### config.mk
export PLATFORM = sky130hd
export DESIGN_NAME = xmodem_crc_sender_unit
export DESIGN_NICKNAME = d
export VERILOG_FILES = /design/src/xcrc_pkg.sv /design/src/xcrc_ram.sv /design/src/xcrc_front.sv /design/src/xcrc_back.sv /design/src/xmodem_crc_sender_unit.sv
export SDC_FILE = /design/constraint.sdc
export NUM_CORES = 1
export LEC_CHECK = 0
export ABC_AREA = 1
export BUFFER_PORTS_ARGS = -buffer_cell sky130_fd_sc_hd__clkbuf_2
export CORE_ASPECT_RATIO = 1.2
export CORE_MARGIN = 4
export CORE_UTILIZATION = 60
export CTS_CLUSTER_DIAMETER = 100
export DETAILED_ROUTE_END_ITERATION = 10
export PLACE_DENSITY = 0.78
export SLEW_MARGIN = 20
export SYNTH_ARGS = -nofsm -noshare
export SYNTH_HDL_FRONTEND = slang
export SYNTH_SLANG_ARGS = --single-unit
### constraint.sdc
create_clock -name clk_i -period 7.8 [get_ports clk_i]
set_input_delay 2.34 -clock clk_i [delete_from_list [all_inputs] [get_ports clk_i]]
set_output_delay 2.34 -clock clk_i [all_outputs]
set_load 0.02 [all_outputs]
### src/xcrc_pkg.sv
// Package for the XMODEM-CRC sender: codes, phases, queue entry type, CRC step.
// No dependencies.
package xcrc_pkg;

  localparam int unsigned FramePayload = 128;

  localparam logic [7:0] ChSoh = 8'h01;
  localparam logic [7:0] ChEot = 8'h04;
  localparam logic [7:0] ChAck = 8'h06;
  localparam logic [7:0] ChNak = 8'h15;
  localparam logic [7:0] ChCan = 8'h18;
  localparam logic [7:0] ChC   = 8'h43;
  localparam logic [7:0] ChLf  = 8'h0A;
  localparam logic [7:0] ChPad = 8'h1A;

  localparam logic [7:0] TimeoutReset = 8'd3;
  localparam logic [7:0] MaxNakReset  = 8'd16;

  typedef enum logic [2:0] {
    OpStart = 3'd0,
    OpData  = 3'd1,
    OpRx    = 3'd2,
    OpSlot  = 3'd3,
    OpTick  = 3'd4
  } op_e;

  typedef enum logic [0:0] {
    RegTimeout = 1'b0,
    RegMaxNaks = 1'b1
  } reg_e;

  typedef enum logic [10:0] {
    PhIdle   = 11'b000_0000_0001,
    PhWstart = 11'b000_0000_0010,
    PhFill   = 11'b000_0000_0100,
    PhSend   = 11'b000_0000_1000,
    PhWresp  = 11'b000_0001_0000,
    PhEots   = 11'b000_0010_0000,
    PhEotw   = 11'b000_0100_0000,
    PhDone   = 11'b000_1000_0000,
    PhTmo    = 11'b001_0000_0000,
    PhCan    = 11'b010_0000_0000,
    PhNaks   = 11'b100_0000_0000
  } phase_e;

  typedef enum logic [2:0] {
    StIdle = 3'd0,
    StBusy = 3'd1,
    StDone = 3'd2,
    StTmo  = 3'd3,
    StCan  = 3'd4,
    StNaks = 3'd5
  } status_e;

  // queue entry between front and back
  typedef struct packed {
    logic [2:0] opcode;
    logic [7:0] data_byte;
    logic       last_byte;
  } item_t;

  function automatic logic [15:0] crc_step(input logic [15:0] crc, input logic [7:0] b);
    logic [15:0] c;
    c = crc ^ {b, 8'h00};
    for (int i = 0; i < 8; i++) begin
      c = c[15] ? ({c[14:0], 1'b0} ^ 16'h1021) : {c[14:0], 1'b0};
    end
    return c;
  endfunction

endpackage

### src/xcrc_ram.sv
// Generic simple dual-port RAM (one write, one read port) with registered read.
// No dependencies.
module xcrc_ram #(
  parameter int unsigned Width = 8,
  parameter int unsigned Depth = 128
) (
  input  logic                     clk_i,
  input  logic                     we_i,
  input  logic [$clog2(Depth)-1:0] waddr_i,
  input  logic [Width-1:0]         wdata_i,
  input  logic [$clog2(Depth)-1:0] raddr_i,
  output logic [Width-1:0]         rdata_o
);
  logic [Width-1:0] mem_q [Depth];

  always_ff @(posedge clk_i) begin
    if (we_i) begin
      mem_q[waddr_i] <= wdata_i;
    end
    rdata_o <= mem_q[raddr_i];
  end
endmodule

### src/xcrc_front.sv
// Front end: accepts items and holds a two-entry queue towards the back end.
// Depends on xcrc_pkg.
module xcrc_front (
  input  logic           clk_i,
  input  logic           rst_ni,
  input  logic           in_valid_i,
  output logic           in_ready_o,
  input  xcrc_pkg::item_t item_i,
  output logic           q_valid_o,
  input  logic           q_ready_i,
  output xcrc_pkg::item_t q_item_o
);
  import xcrc_pkg::*;

  item_t      ent_q [2];
  logic [1:0] cnt_q, cnt_d;
  logic       rd_q, rd_d, wr_q, wr_d;
  logic       push, pop;

  assign in_ready_o = cnt_q != 2'd2;
  assign push       = in_valid_i && in_ready_o;
  assign q_valid_o  = cnt_q != 2'd0;
  assign q_item_o   = ent_q[rd_q];
  assign pop        = q_valid_o && q_ready_i;

  always_comb begin
    cnt_d = cnt_q + {1'b0, push} - {1'b0, pop};
    rd_d  = rd_q ^ pop;
    wr_d  = wr_q ^ push;
  end

  always_ff @(posedge clk_i) begin
    if (push) begin
      ent_q[wr_q] <= item_i;
    end
  end

  always_ff @(posedge clk_i or negedge rst_ni) begin
    if (!rst_ni) begin
      cnt_q <= '0;
      rd_q  <= 1'b0;
      wr_q  <= 1'b0;
    end else begin
      cnt_q <= cnt_d;
      rd_q  <= rd_d;
      wr_q  <= wr_d;
    end
  end

  a_cnt_range: assert property (@(posedge clk_i) disable iff (!rst_ni) cnt_q != 2'd3)
    else $error("queue count overflow");
  a_ptr_gap: assert property (@(posedge clk_i) disable iff (!rst_ni)
    (cnt_q == 2'd1) |-> (rd_q != wr_q)) else $error("queue pointers disagree with count");
  a_no_pop_empty: assert property (@(posedge clk_i) disable iff (!rst_ni)
    (cnt_q == 2'd0) |=> (cnt_q != 2'd3)) else $error("pop from empty queue");
endmodule

### src/xcrc_back.sv
// Back end: protocol sequencer, frame buffer, CRC and result register.
// Depends on xcrc_pkg and xcrc_ram.
module xcrc_back #(
  parameter int unsigned FramePayload = xcrc_pkg::FramePayload
) (
  input  logic            clk_i,
  input  logic            rst_ni,
  input  logic            cfg_we_i,
  input  logic            cfg_idx_i,
  input  logic [7:0]      cfg_data_i,
  input  logic            q_valid_i,
  output logic            q_ready_o,
  input  xcrc_pkg::item_t q_item_i,
  output logic            out_valid_o,
  input  logic            out_ready_i,
  output logic            tx_valid_o,
  output logic [7:0]      tx_byte_o,
  output logic            data_taken_o,
  output logic            need_data_o,
  output logic            packet_acked_o,
  output logic [7:0]      frame_number_o,
  output logic [2:0]      status_o
);
  import xcrc_pkg::*;

  localparam int unsigned AW = $clog2(FramePayload);
  localparam logic [7:0] LastPay = 8'(2 + FramePayload);
  localparam logic [7:0] CrcHi   = 8'(3 + FramePayload);
  localparam logic [7:0] Full    = 8'(FramePayload);

  // A payload slot needs the RAM read issued ahead, as the read is registered.
  // The back part always pre-reads the entry for the next emit position, so
  // one item per cycle holds but for stalls: rdata always matches emit_index.
  logic [7:0] tmo_q, nakmax_q;
  phase_e     ph_q, ph_d;
  logic [7:0] fill_q, fill_d, fc_q, fc_d, nak_q, nak_d, sec_q, sec_d, ei_q, ei_d;
  logic [15:0] crc_q, crc_d;
  logic       fin_q, fin_d;
  logic       ov_q;
  logic       r_txv_q, r_take_q, r_ack_q;
  logic [7:0] r_txb_q;
  logic       txv, take, ack;
  logic [7:0] txb, sec_inc, pos, rpos;
  logic       fire, we;
  logic [7:0] rdata;
  logic [AW-1:0] raddr;

  assign q_ready_o = !ov_q || out_ready_i;
  assign fire      = q_valid_i && q_ready_o;
  assign sec_inc   = (sec_q == 8'hFF) ? sec_q : sec_q + 8'd1;
  assign pos       = ei_q - 8'd3;

  always_comb begin
    ph_d = ph_q; fill_d = fill_q; fc_d = fc_q; nak_d = nak_q; sec_d = sec_q;
    ei_d = ei_q; crc_d = crc_q; fin_d = fin_q;
    txv = 1'b0; txb = 8'h00; take = 1'b0; ack = 1'b0; we = 1'b0;
    if (fire) begin
      case (q_item_i.opcode)
        OpStart: begin
          ph_d = PhWstart; fc_d = 8'd1; nak_d = '0; sec_d = '0; fill_d = '0;
          fin_d = 1'b0; ei_d = '0; crc_d = '0;
        end
        OpData: begin
          if (ph_q == PhFill && fill_q < Full) begin
            we = 1'b1; take = 1'b1;
            fill_d = fill_q + 8'd1;
            if (q_item_i.last_byte || fill_d >= Full) begin
              fin_d = q_item_i.last_byte; nak_d = '0;
              ph_d = PhSend; ei_d = '0; crc_d = '0;
            end
          end
        end
        OpRx: begin
          if (ph_q == PhWstart) begin
            if (q_item_i.data_byte == ChC) begin
              ph_d = PhFill; fill_d = '0; sec_d = '0;
            end
          end else if (ph_q == PhWresp) begin
            if (q_item_i.data_byte == ChAck) begin
              ack = 1'b1; fc_d = fc_q + 8'd1; nak_d = '0; sec_d = '0;
              if (fin_q) begin
                ph_d = PhEots;
              end else begin
                ph_d = PhFill; fill_d = '0;
              end
            end else if (q_item_i.data_byte == ChNak) begin
              if (nak_q >= nakmax_q) begin
                ph_d = PhNaks;
              end else begin
                nak_d = nak_q + 8'd1; ph_d = PhSend; ei_d = '0; crc_d = '0;
              end
            end else if (q_item_i.data_byte == ChCan) begin
              ph_d = PhCan;
            end else if (q_item_i.data_byte == ChC || q_item_i.data_byte == ChLf) begin
              ph_d = PhSend; ei_d = '0; crc_d = '0;
            end
          end else if (ph_q == PhEotw) begin
            if (q_item_i.data_byte == ChAck) begin
              ph_d = PhDone;
            end else if (q_item_i.data_byte == ChNak || q_item_i.data_byte == ChCan ||
                         q_item_i.data_byte == ChC || q_item_i.data_byte == ChLf) begin
              ph_d = PhEots;
            end
          end
        end
        OpSlot: begin
          if (ph_q == PhSend) begin
            txv = 1'b1;
            if (ei_q == 8'd0) begin
              txb = ChSoh;
            end else if (ei_q == 8'd1) begin
              txb = fc_q;
            end else if (ei_q == 8'd2) begin
              txb = ~fc_q;
            end else if (ei_q <= LastPay) begin
              txb = (pos < fill_q) ? rdata : ChPad;
              crc_d = crc_step(crc_q, txb);
            end else if (ei_q == CrcHi) begin
              txb = crc_q[15:8];
            end else begin
              txb = crc_q[7:0];
            end
            if (ei_q > CrcHi) begin
              ph_d = PhWresp; sec_d = '0; ei_d = '0;
            end else begin
              ei_d = ei_q + 8'd1;
            end
          end else if (ph_q == PhEots) begin
            txv = 1'b1; txb = ChEot; ph_d = PhEotw;
          end
        end
        OpTick: begin
          if (ph_q == PhWstart || ph_q == PhWresp || ph_q == PhEots || ph_q == PhEotw) begin
            sec_d = sec_inc;
            if (sec_inc >= tmo_q) begin
              ph_d = PhTmo;
            end
          end
        end
        default: ;
      endcase
    end
    // pre-read the payload entry for the next emit position
    rpos  = ei_d - 8'd3;
    raddr = rpos[AW-1:0];
  end

  xcrc_ram #(.Width(8), .Depth(FramePayload)) u_buf (
    .clk_i   (clk_i),
    .we_i    (we),
    .waddr_i (fill_q[AW-1:0]),
    .wdata_i (q_item_i.data_byte),
    .raddr_i (raddr),
    .rdata_o (rdata)
  );

  always_ff @(posedge clk_i) begin
    if (fire) begin
      r_txv_q <= txv; r_txb_q <= txb; r_take_q <= take; r_ack_q <= ack;
    end
  end

  always_ff @(posedge clk_i or negedge rst_ni) begin
    if (!rst_ni) begin
      tmo_q <= TimeoutReset; nakmax_q <= MaxNakReset;
      ph_q <= PhIdle; fill_q <= '0; fc_q <= 8'd1; nak_q <= '0; sec_q <= '0;
      ei_q <= '0; crc_q <= '0; fin_q <= 1'b0; ov_q <= 1'b0;
    end else begin
      if (cfg_we_i) begin
        case (reg_e'(cfg_idx_i))
          RegTimeout: tmo_q <= cfg_data_i;
          RegMaxNaks: nakmax_q <= cfg_data_i;
          default: ;
        endcase
      end
      ph_q <= ph_d; fill_q <= fill_d; fc_q <= fc_d; nak_q <= nak_d; sec_q <= sec_d;
      ei_q <= ei_d; crc_q <= crc_d; fin_q <= fin_d;
      if (fire) begin
        ov_q <= 1'b1;
      end else if (out_ready_i) begin
        ov_q <= 1'b0;
      end
    end
  end

  always_comb begin
    case (ph_q)
      PhIdle:  status_o = StIdle;
      PhDone:  status_o = StDone;
      PhTmo:   status_o = StTmo;
      PhCan:   status_o = StCan;
      PhNaks:  status_o = StNaks;
      default: status_o = StBusy;
    endcase
  end

  assign out_valid_o    = ov_q;
  assign tx_valid_o     = r_txv_q;
  assign tx_byte_o      = r_txb_q;
  assign data_taken_o   = r_take_q;
  assign packet_acked_o = r_ack_q;
  assign need_data_o    = ph_q == PhFill;
  assign frame_number_o = fc_q;

  a_onehot: assert property (@(posedge clk_i) disable iff (!rst_ni) $onehot(ph_q))
    else $error("phase not one-hot");
  a_fill_cap: assert property (@(posedge clk_i) disable iff (!rst_ni) fill_q <= Full)
    else $error("fill count beyond frame");
  a_emit_cap: assert property (@(posedge clk_i) disable iff (!rst_ni) ei_q <= CrcHi + 8'd1)
    else $error("emit index beyond frame");
  a_hold: assert property (@(posedge clk_i) disable iff (!rst_ni)
    (ov_q && !out_ready_i) |=> !$past(fire) || ov_q) else $error("result lost");
endmodule

### src/xmodem_crc_sender_unit.sv
// XMODEM-CRC sender top level: front queue and protocol back end.
// Depends on xcrc_pkg, xcrc_front, xcrc_back.
//
// Usage: each input beat carries an opcode (start, payload byte, received
// byte, transmit slot, one-second tick) with data_byte_i and last_byte_i.
// Every input beat gives exactly one result beat on the output channel:
// tx_valid_o/tx_byte_o for the transmit slot, data_taken_o, need_data_o,
// packet_acked_o, frame_number_o and status_o. Unknown opcodes change no
// state but still give a result.
// Results pass through the front queue and then the result register.
// Throughput: one beat per cycle while the receiver takes results, as the
// sequencer step does its byte-wide CRC and buffer read together.
// Configuration: cfg_we_i writes timeout seconds (index 0) or NAK limit
// (index 1); write only while the unit is idle.
// Reset clears the phase to idle and registers to 3 s and 16 NAKs.
// When the receiver stalls, the result register holds and the front queue
// fills; in_ready_o drops once the two-entry queue is full.
module xmodem_crc_sender_unit #(
  parameter int unsigned FramePayload = xcrc_pkg::FramePayload
) (
  input  logic       clk_i,
  input  logic       rst_ni,
  input  logic       cfg_we_i,
  input  logic       cfg_idx_i,
  input  logic [7:0] cfg_data_i,
  input  logic       in_valid_i,
  output logic       in_ready_o,
  input  logic [2:0] opcode_i,
  input  logic [7:0] data_byte_i,
  input  logic       last_byte_i,
  output logic       out_valid_o,
  input  logic       out_ready_i,
  output logic       tx_valid_o,
  output logic [7:0] tx_byte_o,
  output logic       data_taken_o,
  output logic       need_data_o,
  output logic       packet_acked_o,
  output logic [7:0] frame_number_o,
  output logic [2:0] status_o
);
  import xcrc_pkg::*;

  item_t in_item, q_item;
  logic  q_valid, q_ready;

  assign in_item = '{opcode: opcode_i, data_byte: data_byte_i, last_byte: last_byte_i};

  xcrc_front u_front (
    .clk_i, .rst_ni, .in_valid_i, .in_ready_o,
    .item_i    (in_item),
    .q_valid_o (q_valid),
    .q_ready_i (q_ready),
    .q_item_o  (q_item)
  );

  xcrc_back #(.FramePayload(FramePayload)) u_back (
    .clk_i, .rst_ni, .cfg_we_i, .cfg_idx_i, .cfg_data_i,
    .q_valid_i (q_valid),
    .q_ready_o (q_ready),
    .q_item_i  (q_item),
    .out_valid_o, .out_ready_i, .tx_valid_o, .tx_byte_o, .data_taken_o,
    .need_data_o, .packet_acked_o, .frame_number_o, .status_o
  );
endmodule

==> impl_results.md <==
* Die width at between 200 and 300 um
* Number of cells after detailed placement at 6336
* Syn avg cell area at about 10 um2
* Sequential area share after synthesis at 64.3%
* F_max at 0.158 GHz
* Synth unique cells at 57
* DR vias at 38000
* Height of the die at between 300 and 400 um
* Most instantiated cells after synthesis: nand2_1 (1184), nand3_1 (1077), edfxtp_1 (1059)
* Ys Warns at 0
* Initial drt markers at 5335
* CP Max Fanout at 62
* Synth Register Bits at 1156
* Num CTS Buffers at 112
* Final Skew at 35.1 ps
* Period utilization at 81.0%
* Crit. Startpoint: out_ready_i
* Setup TNS at 0 ps
* Critical path arrival at 6910 ps
* H-tree levels at 3
* Worst Path Class, Setup: in2reg
* Final nets at 5363
* Gr usage total at about 29%
* Flop2flop setup slack at roughly 1700 ps
* R2r startpoint: u_front.rd_q
* DRT Pass-1 Iters at 6
* Setup Buffers After CTS at 0
* Cell-by-cell trace of the critical path: clkbuf_2, inv_1, nand2_1, o21ai_0, nor2_1, nand3_2, nor2_2, nand3_4, nand2_4, nand2_8, ha_4, inv_1, nand3_2, nand2_4, buf_12, nand3_1, nand3_1, nand3_1, nand3_1, nand2_1, nand2_1, nand2_1
* Crit path depth at 22
* Antenna-violating nets left at 0
* HP Class: reg2reg
* Reg clk slew, reported paths at 60 ps
* Tmin final at 6310 ps
* Port Buffer Count at 50
* Antenna violations before repair at 3
* Share of cells above drive strength 1 at 6.06%
* Status: completed
* Family with the most delay on the worst path: simple AND/OR/NAND/NOR gates
* Total Wirelength at 136000 um
* Max_slew headroom at around a quarter
* Worst-margin pin slew at around 1100 ps
* Count leader, synth: nand2_1
* Vias in the first global route at 36400
* WP data required at between 8000 and 9000 ps
* First-pass GRT wire length at 208000 um
* Post-synth EDFFs at 1059
* Number of hold buffers added after cts at 0
* Clock root buffer: clkbuf_16
* Final Non-Filler Cells at 6545
* Core box area at 87800 um2
* Fin worst setup slack at 1490 ps
* Max-cap viol count at 0
* WHS Path Cells at 2
* Max stage delay on crit path at 480 ps
* Synth area leader: edfxtp_1
* Mapped Area at 53200 um2
* Ys flop type: edfxtp_1
* Grt ovf at 0
* Reg2reg path depth at 22
* Pwr per Cell Area at 284 nW/um2
* HPWL Detailed at 80500 um
* Clk_lat worst skew at ~710 ps
* Hold Path Origin: u_back.ph_q[0]
* Leak at about 24 nW
* Crit path buffers/inverters at 4
* RSZ-0062 raised after global routing: no
* Top-Level Pins at 51
* Clock sink count at 1156
* Via/cell ratio at around 5.8
* Design Area, Final at 58000 um2
* DP Area at about 54000 um2
* Post_cts resized at 0
* Worst Setup EP: u_back.u_buf.rdata_o[6]
* Num rows at 119
* Cells after Synth at 5346
* Fin. Hold Viols at 0
* FF-to-FF End: u_back.u_buf.rdata_o[3]
* Final Wtd Congestion at 0.930
* Final setup vio count at 0
* Critical Path End Type: register
* Largest net degree at the start of global routing at 166
* Residual DRC at 0
* Place WS at 873 ps
* Worst path slowest cell: nand2_4
* Slew Viols, Final at 0
* Setup crit start kind: primary input
* Maximum VDD drop at 301 uV
* Clk buf depth at 3
* CTS tree: built
* Synthesized Nets at 5408
* Area grow syn2layout at 9.05%
* Full die area at 93400 um2
* Async S/R FF share, synth at 7.70%
* Synth area leaders: edfxtp_1 (60%), nand3_1 (10%), nand2_1 (8.4%), inv_1 (7.0%), dfrtp_1 (4.0%)
* Avg WL per Cell at 20.8 um
* Initial Util at 60.5%
* Post-synth top area share at 59.8%
==> worst min path at each step <==
stage / endpoint / slack (ps)
floorplan: u_back.ph_q[0] / 440
global placement: u_back.ph_q[0] / 450
detailed placement: u_back.ph_q[0] / 450
CTS: u_back.ph_q[0] / 460
global route: u_back.ph_q[0] / 480
finish: u_back.ph_q[0] / 460
==> sequential cells by signal, indices dropped and copies added (netlist names), 8 cells and up <==
name and cells:
u_back.u_buf.mem_q 1024, u_front.ent_q 24, u_back.crc_q 16, u_back.ph_q 11
u_back.ei_q 8, u_back.fill_q 8, u_back.frame_number_o 8, u_back.nak_q 8
u_back.nakmax_q 8, u_back.sec_q 8, u_back.tmo_q 8, u_back.tx_byte_o 8
u_back.u_buf.rdata_o 8
==> power breakdown <==
group | switching [mW] | leakage (nW) | internal (mW)
sequential | 0.169 | 10.8 | 7.85
clock | 2.31 | 1.75 | 3.04
combinational | 2.47 | 11.8 | 0.606
total | 4.95 | 24.4 | 11.5
==> tightest hold or removal path, delay by kind of cell (launching register included) <==
| kind | cells | cell delay (ps) |
|---|---|---|
| buffers and inverters | 1 | 40 |
| DFF | 1 | 370 |
| and+or+nand+nor | 1 | 60 |
==> through the flow <==
step	total power [mW]	utilization [%]	hold WS, ps
after floorplan	9.98	-	440
after global placement	11.1	61.9	450
after detailed placement	11.1	61.9	453
after CTS	16.4	66.0	463
after global routing	17.0	66.0	482
final	16.4	66.0	463
==> logic make-up after synthesis <==
kind of cell    share of synthesized area [%]
buf+inv                                  9.40
compound gates                           1.92
xor+xnor                                0.541
fa+ha+maj                               0.847
flops                                    64.3
simple gates                             23.0
==> cell usage in the layout (no fill, tap or decap), types with 4 or more instances in the layout <==
cell | Yosys | routed
nand3_2 | 4 | 4
xor2_1 | 17 | 17
nand3_1 | 1077 | 1076
o22ai_1 | 12 | 12
clkbuf_16 | 0 | 113
xnor2_1 | 9 | 9
nor3_1 | 22 | 22
nand2_1 | 1184 | 1172
clkbuf_1 | 68 | 35
nand2_4 | 3 | 14
nand4_1 | 6 | 6
dfstp_2 | 5 | 5
dfrtp_1 | 84 | 84
clkbuf_8 | 0 | 4
inv_2 | 11 | 11
a21oi_1 | 44 | 44
clkbuf_2 | 0 | 49
clkinv_2 | 0 | 18
ha_1 | 36 | 35
a221oi_1 | 7 | 7
bufinv_16 | 0 | 10
a31oi_1 | 4 | 4
clkinv_1 | 3 | 21
inv_1 | 988 | 987
buf_4 | 5 | 39
nor4_1 | 9 | 8
nor2_2 | 6 | 6
o21a_1 | 4 | 4
edfxtp_1 | 1059 | 1059
buf_12 | 0 | 15
dfxtp_1 | 8 | 8
o21ai_0 | 82 | 82
nand3b_1 | 144 | 144
nand2_2 | 7 | 7
nor2_1 | 212 | 212
==> cell type report <==
| class | instances | area (um2) |
|---|---|---|
| sequential | 1156 | 34200 |
| fill | 6457 | 29900 |
| multi-input combinational | 2925 | 14100 |
| inverter | 1003 | 3770 |
| clock buffer | 152 | 3010 |
| tap | 1149 | 1440 |
| timing repair buffer | 103 | 838 |
| clock inverter | 56 | 579 |
| antenna | 1 | 2.50 |
==> routing by layer <==
metal	vias up	wire, um	GRT usage (%)
met5	-	0	0
met4	0	6870	13.7
met3	392	13000	4.98
met2	2069	65100	46.7
met1	18100	51300	37.9
li1	17500	-	-
(Power assumes the default switching activity.)
